--- src/rtl/tccw_pkg.sv ---
// Shared constants and types for the text console cursor writer.
package tccw_pkg;

	localparam logic [7:0] COLUMNS  = 8'd80;
	localparam logic [7:0] ROWS     = 8'd30;
	localparam logic [7:0] ROW_LAST = ROWS - 8'd1;

	localparam logic [1:0] OP_PUT   = 2'd0;
	localparam logic [1:0] OP_BLINK = 2'd1;
	localparam logic [1:0] OP_CLEAR = 2'd2;
	localparam logic [1:0] OP_SET   = 2'd3;

	localparam logic [1:0] CMD_WRITE  = 2'd0;
	localparam logic [1:0] CMD_SCROLL = 2'd1;
	localparam logic [1:0] CMD_CLEAR  = 2'd2;

	localparam logic [7:0] CH_NUL = 8'h00;
	localparam logic [7:0] CH_TAB = 8'h09;
	localparam logic [7:0] CH_LF  = 8'h0A;
	localparam logic [7:0] CH_CR  = 8'h0D;

	localparam logic [2:0] TAB_WIDTH = 3'd4;

	localparam logic [1:0] REG_GLYPH  = 2'd0;
	localparam logic [1:0] REG_SHOW   = 2'd1;
	localparam logic [1:0] REG_PERIOD = 2'd2;

	localparam logic [7:0] GLYPH_RST  = 8'd219;
	localparam logic [6:0] SHOW_RST   = 7'd32;
	localparam logic [6:0] PERIOD_RST = 7'd64;

	typedef struct packed {
		logic [1:0] cmd;
		logic [4:0] row;
		logic [6:0] col;
		logic [7:0] data;
		logic       last;
		logic [4:0] cur_row;
		logic [6:0] cur_col;
	} res_t;

endpackage

--- src/rtl/text_console_cursor_writer_top.sv ---
// Text console cursor writer: cursor tracking, blink and screen memory commands.
//
// Each request is taken into an input register; once the result queue is free,
// its memory commands (write cell, scroll, clear; up to three) are loaded into
// a small result queue and leave one per cycle while out_ready is high. A request
// that gives one command or none runs at one per cycle while out_ready is high;
// a request with more commands holds the output side until they have drained,
// as only one command leaves per cycle. The first command is presented once the
// request has passed the input register and been loaded into the result queue.
// The input register holds one further request while results drain.
module text_console_cursor_writer_top
	import tccw_pkg::*;
(
	input  logic       clk,
	input  logic       arst_n,
	input  logic       cfg_we,
	input  logic [1:0] cfg_index,
	input  logic [7:0] cfg_wdata,
	input  logic       in_valid,
	output logic       in_ready,
	input  logic [1:0] opcode,
	input  logic [7:0] char_in,
	input  logic [7:0] cell_now,
	output logic       out_valid,
	input  logic       out_ready,
	output logic [1:0] command,
	output logic [4:0] row,
	output logic [6:0] col,
	output logic [7:0] data,
	output logic       last,
	output logic [4:0] cur_row,
	output logic [6:0] cur_col
);

	logic [7:0] glyph_q;
	logic [6:0] show_q;
	logic [6:0] period_q;

	logic [4:0] row_q;
	logic [6:0] col_q;
	logic [6:0] blink_q;
	logic [7:0] saved_q;
	logic       shown_q;

	logic       valid_s1;
	logic [1:0] op_s1;
	logic [7:0] ch_s1;
	logic [7:0] cell_s1;

	res_t       res_q [3];
	logic [1:0] out_cnt_q;

	logic       out_take;
	logic       buf_free;
	logic       s1_fire;

	// next-state and command list
	logic       e_r, e_w, e_x;
	logic [1:0] x_cmd;
	logic [7:0] w_data;
	logic [4:0] x_row, f_row;
	logic [6:0] x_col, f_col;
	logic [4:0] n_row;
	logic [6:0] n_col;
	logic [6:0] n_blink;
	logic [7:0] n_saved;
	logic       n_shown;
	logic       is_wr, is_tab, nl, sc;
	logic [2:0] step;
	logic [7:0] nc;
	logic [6:0] bc;
	res_t       slot [3];
	logic [1:0] k;

	assign out_take = out_valid && out_ready;
	assign buf_free = (out_cnt_q == 2'd0) || (out_cnt_q == 2'd1 && out_ready);
	assign s1_fire  = valid_s1 && buf_free;
	assign in_ready = !valid_s1 || s1_fire;

	always_comb begin
		e_r     = 1'b0;
		e_w     = 1'b0;
		e_x     = 1'b0;
		x_cmd   = CMD_SCROLL;
		w_data  = ch_s1;
		x_row   = row_q;
		x_col   = 7'd0;
		f_row   = row_q;
		f_col   = col_q;
		n_blink = blink_q;
		n_saved = saved_q;
		n_shown = shown_q;
		is_wr   = 1'b0;
		is_tab  = 1'b0;
		nl      = 1'b0;
		sc      = 1'b0;
		step    = 3'd0;
		nc      = {1'b0, col_q};
		bc      = blink_q + 7'd1;

		case (op_s1)
			OP_PUT: begin
				e_r     = shown_q;
				n_blink = 7'd0;
				n_shown = 1'b0;
				is_tab  = (ch_s1 == CH_TAB);
				is_wr   = (ch_s1 != CH_NUL) && (ch_s1 != CH_LF) && (ch_s1 != CH_CR) && !is_tab;
				e_w     = is_wr;
				if (is_wr)
					step = 3'd1;
				else if (is_tab)
					step = TAB_WIDTH - {1'b0, col_q[1:0]};
				nc = {1'b0, col_q} + {5'd0, step};
				nl = (ch_s1 == CH_LF) || ((is_wr || is_tab) && nc >= COLUMNS);
				sc = nl && ({3'd0, row_q} >= ROW_LAST);
				e_x = sc;
				if (ch_s1 == CH_CR) begin
					f_col = 7'd0;
				end else if (nl) begin
					f_col = 7'd0;
					f_row = sc ? row_q : row_q + 5'd1;
				end else begin
					f_col = nc[6:0];
				end
			end
			OP_BLINK: begin
				n_blink = bc;
				if (bc == show_q) begin
					n_saved = cell_s1;
					e_w     = 1'b1;
					w_data  = glyph_q;
					n_shown = 1'b1;
				end else if (bc == period_q) begin
					n_blink = 7'd0;
					e_r     = shown_q;
					n_shown = 1'b0;
				end
			end
			OP_CLEAR: begin
				e_r     = shown_q;
				e_x     = 1'b1;
				x_cmd   = CMD_CLEAR;
				x_row   = 5'd0;
				f_row   = 5'd0;
				f_col   = 7'd0;
				n_blink = 7'd0;
				n_shown = 1'b0;
			end
			default: begin
				e_w     = 1'b1;
				n_saved = ch_s1;
			end
		endcase

		n_row = f_row;
		n_col = f_col;

		for (int i = 0; i < 3; i++)
			slot[i] = '0;
		k = 2'd0;
		if (e_r) begin
			slot[k].cmd  = CMD_WRITE;
			slot[k].row  = row_q;
			slot[k].col  = col_q;
			slot[k].data = saved_q;
			slot[k].last = !e_w && !e_x;
			if (e_w) begin
				slot[k].cur_row = row_q;
				slot[k].cur_col = col_q;
			end else if (e_x) begin
				slot[k].cur_row = x_row;
				slot[k].cur_col = x_col;
			end else begin
				slot[k].cur_row = f_row;
				slot[k].cur_col = f_col;
			end
			k = k + 2'd1;
		end
		if (e_w) begin
			slot[k].cmd     = CMD_WRITE;
			slot[k].row     = row_q;
			slot[k].col     = col_q;
			slot[k].data    = w_data;
			slot[k].last    = !e_x;
			slot[k].cur_row = e_x ? x_row : f_row;
			slot[k].cur_col = e_x ? x_col : f_col;
			k = k + 2'd1;
		end
		if (e_x) begin
			slot[k].cmd     = x_cmd;
			slot[k].last    = 1'b1;
			slot[k].cur_row = f_row;
			slot[k].cur_col = f_col;
			k = k + 2'd1;
		end
	end

	always_ff @(posedge clk or negedge arst_n) begin
		if (!arst_n) begin
			glyph_q  <= GLYPH_RST;
			show_q   <= SHOW_RST;
			period_q <= PERIOD_RST;
		end else if (cfg_we) begin
			case (cfg_index)
				REG_GLYPH:  glyph_q  <= cfg_wdata;
				REG_SHOW:   show_q   <= cfg_wdata[6:0];
				REG_PERIOD: period_q <= cfg_wdata[6:0];
				default: ;
			endcase
		end
	end

	always_ff @(posedge clk or negedge arst_n) begin
		if (!arst_n) begin
			valid_s1 <= 1'b0;
		end else if (in_ready) begin
			valid_s1 <= in_valid;
		end
	end

	always_ff @(posedge clk) begin
		if (in_ready && in_valid) begin
			op_s1   <= opcode;
			ch_s1   <= char_in;
			cell_s1 <= cell_now;
		end
	end

	always_ff @(posedge clk or negedge arst_n) begin
		if (!arst_n) begin
			row_q   <= 5'd0;
			col_q   <= 7'd0;
			blink_q <= 7'd0;
			saved_q <= 8'd0;
			shown_q <= 1'b0;
		end else if (s1_fire) begin
			row_q   <= n_row;
			col_q   <= n_col;
			blink_q <= n_blink;
			saved_q <= n_saved;
			shown_q <= n_shown;
		end
	end

	always_ff @(posedge clk or negedge arst_n) begin
		if (!arst_n) begin
			out_cnt_q <= 2'd0;
		end else if (s1_fire) begin
			out_cnt_q <= k;
		end else if (out_take) begin
			out_cnt_q <= out_cnt_q - 2'd1;
		end
	end

	always_ff @(posedge clk) begin
		if (s1_fire) begin
			res_q[0] <= slot[0];
			res_q[1] <= slot[1];
			res_q[2] <= slot[2];
		end else if (out_take) begin
			res_q[0] <= res_q[1];
			res_q[1] <= res_q[2];
		end
	end

	assign out_valid = (out_cnt_q != 2'd0);
	assign command   = res_q[0].cmd;
	assign row       = res_q[0].row;
	assign col       = res_q[0].col;
	assign data      = res_q[0].data;
	assign last      = res_q[0].last;
	assign cur_row   = res_q[0].cur_row;
	assign cur_col   = res_q[0].cur_col;

	a_fire_free: assert property (@(posedge clk) disable iff (!arst_n)
		s1_fire |-> (out_cnt_q == 2'd0 || (out_cnt_q == 2'd1 && out_ready)))
		else $error("request moved on while results pending");

	a_last_tail: assert property (@(posedge clk) disable iff (!arst_n)
		out_valid |-> (last == (out_cnt_q == 2'd1)))
		else $error("last flag out of step with queue");

	a_clear_home: assert property (@(posedge clk) disable iff (!arst_n)
		(s1_fire && op_s1 == OP_CLEAR) |=> (row_q == 5'd0 && col_q == 7'd0))
		else $error("cursor not homed after clear");

	a_col_range: assert property (@(posedge clk) disable iff (!arst_n)
		({1'b0, col_q} < COLUMNS) && ({3'd0, row_q} < ROWS))
		else $error("cursor off screen");

endmodule
--- config.mk ---
export PLATFORM = sky130hd
export DESIGN_NAME = text_console_cursor_writer_top
export DESIGN_NICKNAME = d
export VERILOG_FILES = /design/src/rtl/tccw_pkg.sv /design/src/rtl/text_console_cursor_writer_top.sv
export SDC_FILE = /design/constraint.sdc
export NUM_CORES = 1
export LEC_CHECK = 0
export BUFFER_PORTS_ARGS = -buffer_cell sky130_fd_sc_hd__buf_2
export CORE_AREA = 3 3 130 132
export DETAILED_ROUTE_END_ITERATION = 8
export DIE_AREA = 0 0 133 135
export PLACE_DENSITY = 0.79
export SLEW_MARGIN = 20
export SYNTH_ARGS = -nofsm -noshare
export SYNTH_HDL_FRONTEND = slang
export SYNTH_SLANG_ARGS = --single-unit
--- constraint.sdc ---
create_clock -name clk -period 5.12 [get_ports clk]
set_input_delay 0.256 -clock clk [delete_from_list [all_inputs] [get_ports clk]]
set_output_delay 0.256 -clock clk [all_outputs]
set_load 0.03 [all_outputs]
[Yosys cells after proc, flatten, opt, wreduce, memory -nomap -nowiden]
Memory sizes are Yosys's and may differ from the RTL's.
Index checks and enable logic that the tools add are counted.
Storage, ports and cells
  bits in registers: 71
  output and inout bits: 37
  memories kept: 1
  RAM bits: 105
  input port bits: 33
Memories
  res_q: words 3, width 35, rd ports 3, clocked after Yosys merged registers in 0, wr ports 3, line text_console_cursor_writer_top.sv:50  | res_t res_q [3];
Operators by class
  mux-type cells: 80
  bitwise gates (word level): 5
  equality and inequality tests: 14
  reductions and logical operators: 34
  $lt $le $gt $ge: 6
  $add $sub $neg: 7
Operators with widths (count)
  $bwmux W105: 11
  $demux W35 S2: 11
  $mux W105: 2
  $mux W35: 4
  $mux W33: 2
  $mux W7: 7
  $mux W12: 4
  $mux W28: 1
  $pmux W7 S2: 2
  $mux W13: 2
  $mux W5: 5
  $eq A8 B4 Y1 const B: 3
  $mux W8: 3
  $mux W21: 1
  $ne A8 B4 Y1 const B: 2
  $pmux W8 S2: 1
  $eq A7 B7 Y1: 2
  $logic_and A1 B1 Y1: 12
  $mux W1: 11
  $mux W2: 5
  $pmux W5 S2: 1
  $mux W3: 3
  $add A7 B3 Y8: 1
  $ge A8 B7 Y1 const B: 1
  25 further kinds: 49

[Depth between registers and ports, before layout]
  depth after elaboration: 32
  mapped depth: 16
  gate-level depth less buffers: 15

[Least setup slack after synthesis]
Ideal clock, no wire load.
  kind: reg2reg
  start: reg ch_s1[4]
  end: mem res_q[0][3] in the netlist's numbering (data pin)
  arrival time: 3.898 ns
  setup slack: 0.962 ns
  buffers on the path: 1
  cell stages (with the launch flop): 15
  clock period less this slack: 4.158 ns
  path through: edfxtp_1 -> or4_1 -> buf_2 -> nor3_2 -> and2_1 -> ha_1 -> and3_1 -> o31a_1 -> a311o_1 -> o31a_1 -> a2111o_1 -> nand2_2 -> mux2_2 -> a221oi_1 -> nor2_1
RTL lines
  from (decl): line text_console_cursor_writer_top.sv:47  | logic [7:0] ch_s1;
  from (signal assigned): line text_console_cursor_writer_top.sv:224  | ch_s1 <= char_in;
  to (decl): line text_console_cursor_writer_top.sv:50

==> flow_summary.toml <==
[status]
status = "finished clean"

[pwr]
power_leakage_uw = 0.00362
p_per_area_nw_per_um2 = 598
ir_drop_mv = 0.393

[critical_path]
crit_path_start = "ch_s1[4]"
critPathLaunchType = "flop"
critical_path_class = "flop to flop"
slowest_delay_ps = 740
cp.required_ps = 5300
critical_path_arrival_ps = 4840
slowest_stage = "or4_1"
crit_top_cell = "o31a_1"
rr_startpoint = "ch_s1[4]"
crit_path_end_kind = "flop"
crit_chain = "or4_1 -> nor3_2 -> and2_1 -> ha_1 -> and3_1 -> o31a_1 -> a311o_1 -> o31a_1 -> a2111o_1 -> nand2_2 -> buf_4 -> mux2i_1 -> nor2_1 -> a22o_1"
critPathMaxFanout = 10

[clocking]
insertion_delay_ps = 430
cts_max_path_buffers = 2
clkSlewWorstSetupHoldPaths_ps = 70
postCtsSetupBuffers = 0
numCtsBuffers = 17
cts_tree = "done"
cts.sinks = 156
root_buffer = "clkbuf_16"
cts_max_level = 4

[grt]
grt_pass1_wl_microns = 28400
grt_overflow = 0
antenna_found_initial = 0
grt_max_degree = 74
grt_pass1_vias = 5344
grt_use_total_pct = 20.2

[timing]
setup_tns_ps = 0
timing.hold.ws_ps = 26.5
setup_violations = 0
slew_headroom_pct = 33.8
post-route-period-util_pct = 91.1
hold_violations = 0
clock_skew_ps = 13.2
fmax_mhz = 214
maxSlewViolCount = 0
fin_crit_ps = 4670
tightest_slew_ps = 993
rsz0062_at_grt = "no"

[synthesis]
yosysTopAreaCell = "edfxtp_1"
avgSynthCellArea_sq_um = 11.1
synth-edff-count = 103
synth_area_leaders = "edfxtp_1 (39%), dfrtp_1 (14%), nand2_1 (3.9%), mux2_2 (3.4%), buf_4 (3.2%)"
synth_cells = 716
synth_top_area_share_pct = 39.0
ys_seq_area_share_pct = 55.8
synth.most_common_cell = "edfxtp_1"
synth_area_sq_um = 7940
yosysWarnings = 0
async_flop_share_pct = 34.0
ys.flop_type = "edfxtp_1"
synth.distinct_cells = 71
synth_common_cells = "edfxtp_1 (103), nand2_1 (83), nor2_1 (60)"
yosys_register_bits = 156

[min_path]
min-delay-start = "opcode[0]"
hp-class = "primary input to flop"

[route]
postRouteAntennaNets = 0
first_pass_iters = 5
vias_per_cell = 5.71
vias = 5679
wl_per_cell_microns = 17.8
drc = 0
routed_wl_microns = 17700
drt_iter0_markers = 395

[floorplanning]
dieArea_sq_um = 18000
initial_utilization_pct = 50.2
chipHeight_microns = 135
ios = 70
die_width_microns = 133
rows = 46
core_sq_um = 15800

[final_layout]
design_area_sq_um = 9090
fillers = 1268
nets = 812
final_core_util_pct = 57.5
diodes = 0
area_growth_pct = 14.6
layout-drive-gt1-share_pct = 20.3
final_cells = 995

[place]
dp_hpwl_microns = 11600
postPlaceCellArea_sq_um = 8270
routabilityCongestion = 0.888
port_buffers = 69
placedCellCount = 946

[run]
maxCapViolations = 0
[area by class of cell]
| type | instances | area [sq um] | share of cell area (%) |
|---|---|---|---|
| Clock inverter | 13 | 211 | 2.32 |
| Tap cell | 216 | 270 | 2.97 |
| Multi-Input combinational cell | 478 | 3080 | 33.9 |
| Timing Repair Buffer | 96 | 603 | 6.63 |
| Inverter | 17 | 63.8 | 0.702 |
| Sequential cell | 156 | 4430 | 48.7 |
| Clock buffer | 19 | 433 | 4.76 |
[state kept, by name, indices dropped and copies added (netlist names)]
name and cells:
period_q 7, valid_s1 1, col_q 7, out_cnt_q 2, ch_s1 8, op_s1 2
blink_q 7, saved_q 8, res_q 85, show_q 7, glyph_q 8, cell_s1 8
shown_q 1, row_q 5
[per-stage QoR]
step	power [uW]	setup slack, ps
2_1_floorplan	3660	962
3_3_place_gp	3990	589
3_5_place_dp	4040	420
4_1_cts	5440	384
5_1_grt	5710	164
6_report	5440	454
[kinds of logic (layout without fill, tap and decap cells)]
logic type / Yosys count / in the layout / share of synthesized area [%]
mux: 42 / 42 / 5.67
xor+xnor: 23 / 23 / 2.71
flops: 156 / 156 / 55.8
fa+ha+maj: 13 / 13 / 2.14
simple gates: 237 / 237 / 14.0
other cells: 1 / 7 / 0.0472
buf+inv: 88 / 145 / 5.93
compound gates: 156 / 156 / 13.7
[routing by layer]
layer / vias up / routed length (microns) / part of all wire, % / track usage (%)
met5: - / 0 / 0 / 0
met4: 0 / 331 / 1.9 / 7.45
met3: 30 / 1270 / 7.2 / 5.10
met2: 239 / 8590 / 48 / 32.8
met1: 2727 / 7540 / 43 / 26.4
li1: 2683 / - / - / -
[worst max-delay path: cells and delay by family, from the launching register on]
| family | cells | cell delay [ps] |
|---|---|---|
| AND/OR/NAND/NOR | 6 | 1770 |
| AO/OA/AOI/OAI | 5 | 1440 |
| flip-flops | 1 | 420 |
| multiplexers | 1 | 280 |
| adder cells (fa/ha/maj) | 1 | 270 |
| buffers and inverters | 1 | 210 |
[power breakdown]
part           internal [uW]  switching [uW]
Sequential              1970             260
Combinational            586            1240
Clock                    869             517
Total                   3420            2020
[path summary, 6_finish.rpt]
| check | to | slack, ps | cells after the start |
|---|---|---|---|
| max in group asynchronous | col_q[1] | 4120 | 3 |
| worst max register to register | res_q[0][40] | 450 | 14 |
| worst min register to register | res_q[0][33] | 510 | 2 |
| worst max-delay path | res_q[0][40] | 450 | 14 |
| min in group asynchronous | saved_q[1] | 520 | 3 |
| worst min-delay path | op_s1[0] | 30 | 1 |
[cells in the final DEF, fill, tap and decap left out, types with 4 or more instances in the layout]
cell           netlist  layout
conb_1               1       7
a31oi_1             18      18
buf_4               34       9
xnor2_1             15      15
and2_1              16      16
or3_1                5       5
or4_1                4       4
and3_1               6       6
nor2_1              60      59
nand3_1             19      19
o21ai_1              4       4
o21ai_0             41      41
mux2i_1             18      18
mux2_2              24      24
a21oi_1             22      21
nand2_1             83      82
a22o_1              20      20
nor4_1               4       4
edfxtp_1           103     103
inv_1               16      16
ha_1                12      12
clkbuf_16            0      17
buf_2                4      69
nand4_1              6       6
xor2_1               7       7
bufinv_16            0       5
dlygate4sd3_1        0      17
nor3_1              13      13
dfstp_2              8       8
nand2b_1             6       6
inv_6                0       4
nand3b_1             6       6
dfrtp_1             45      45
[timing repair]
action	CTS	global route
endpoints found under the hold margin	61	0
hold buffers	17	0
resized for setup	0	0
Note: power is estimated with default switching activity, not from simulation.
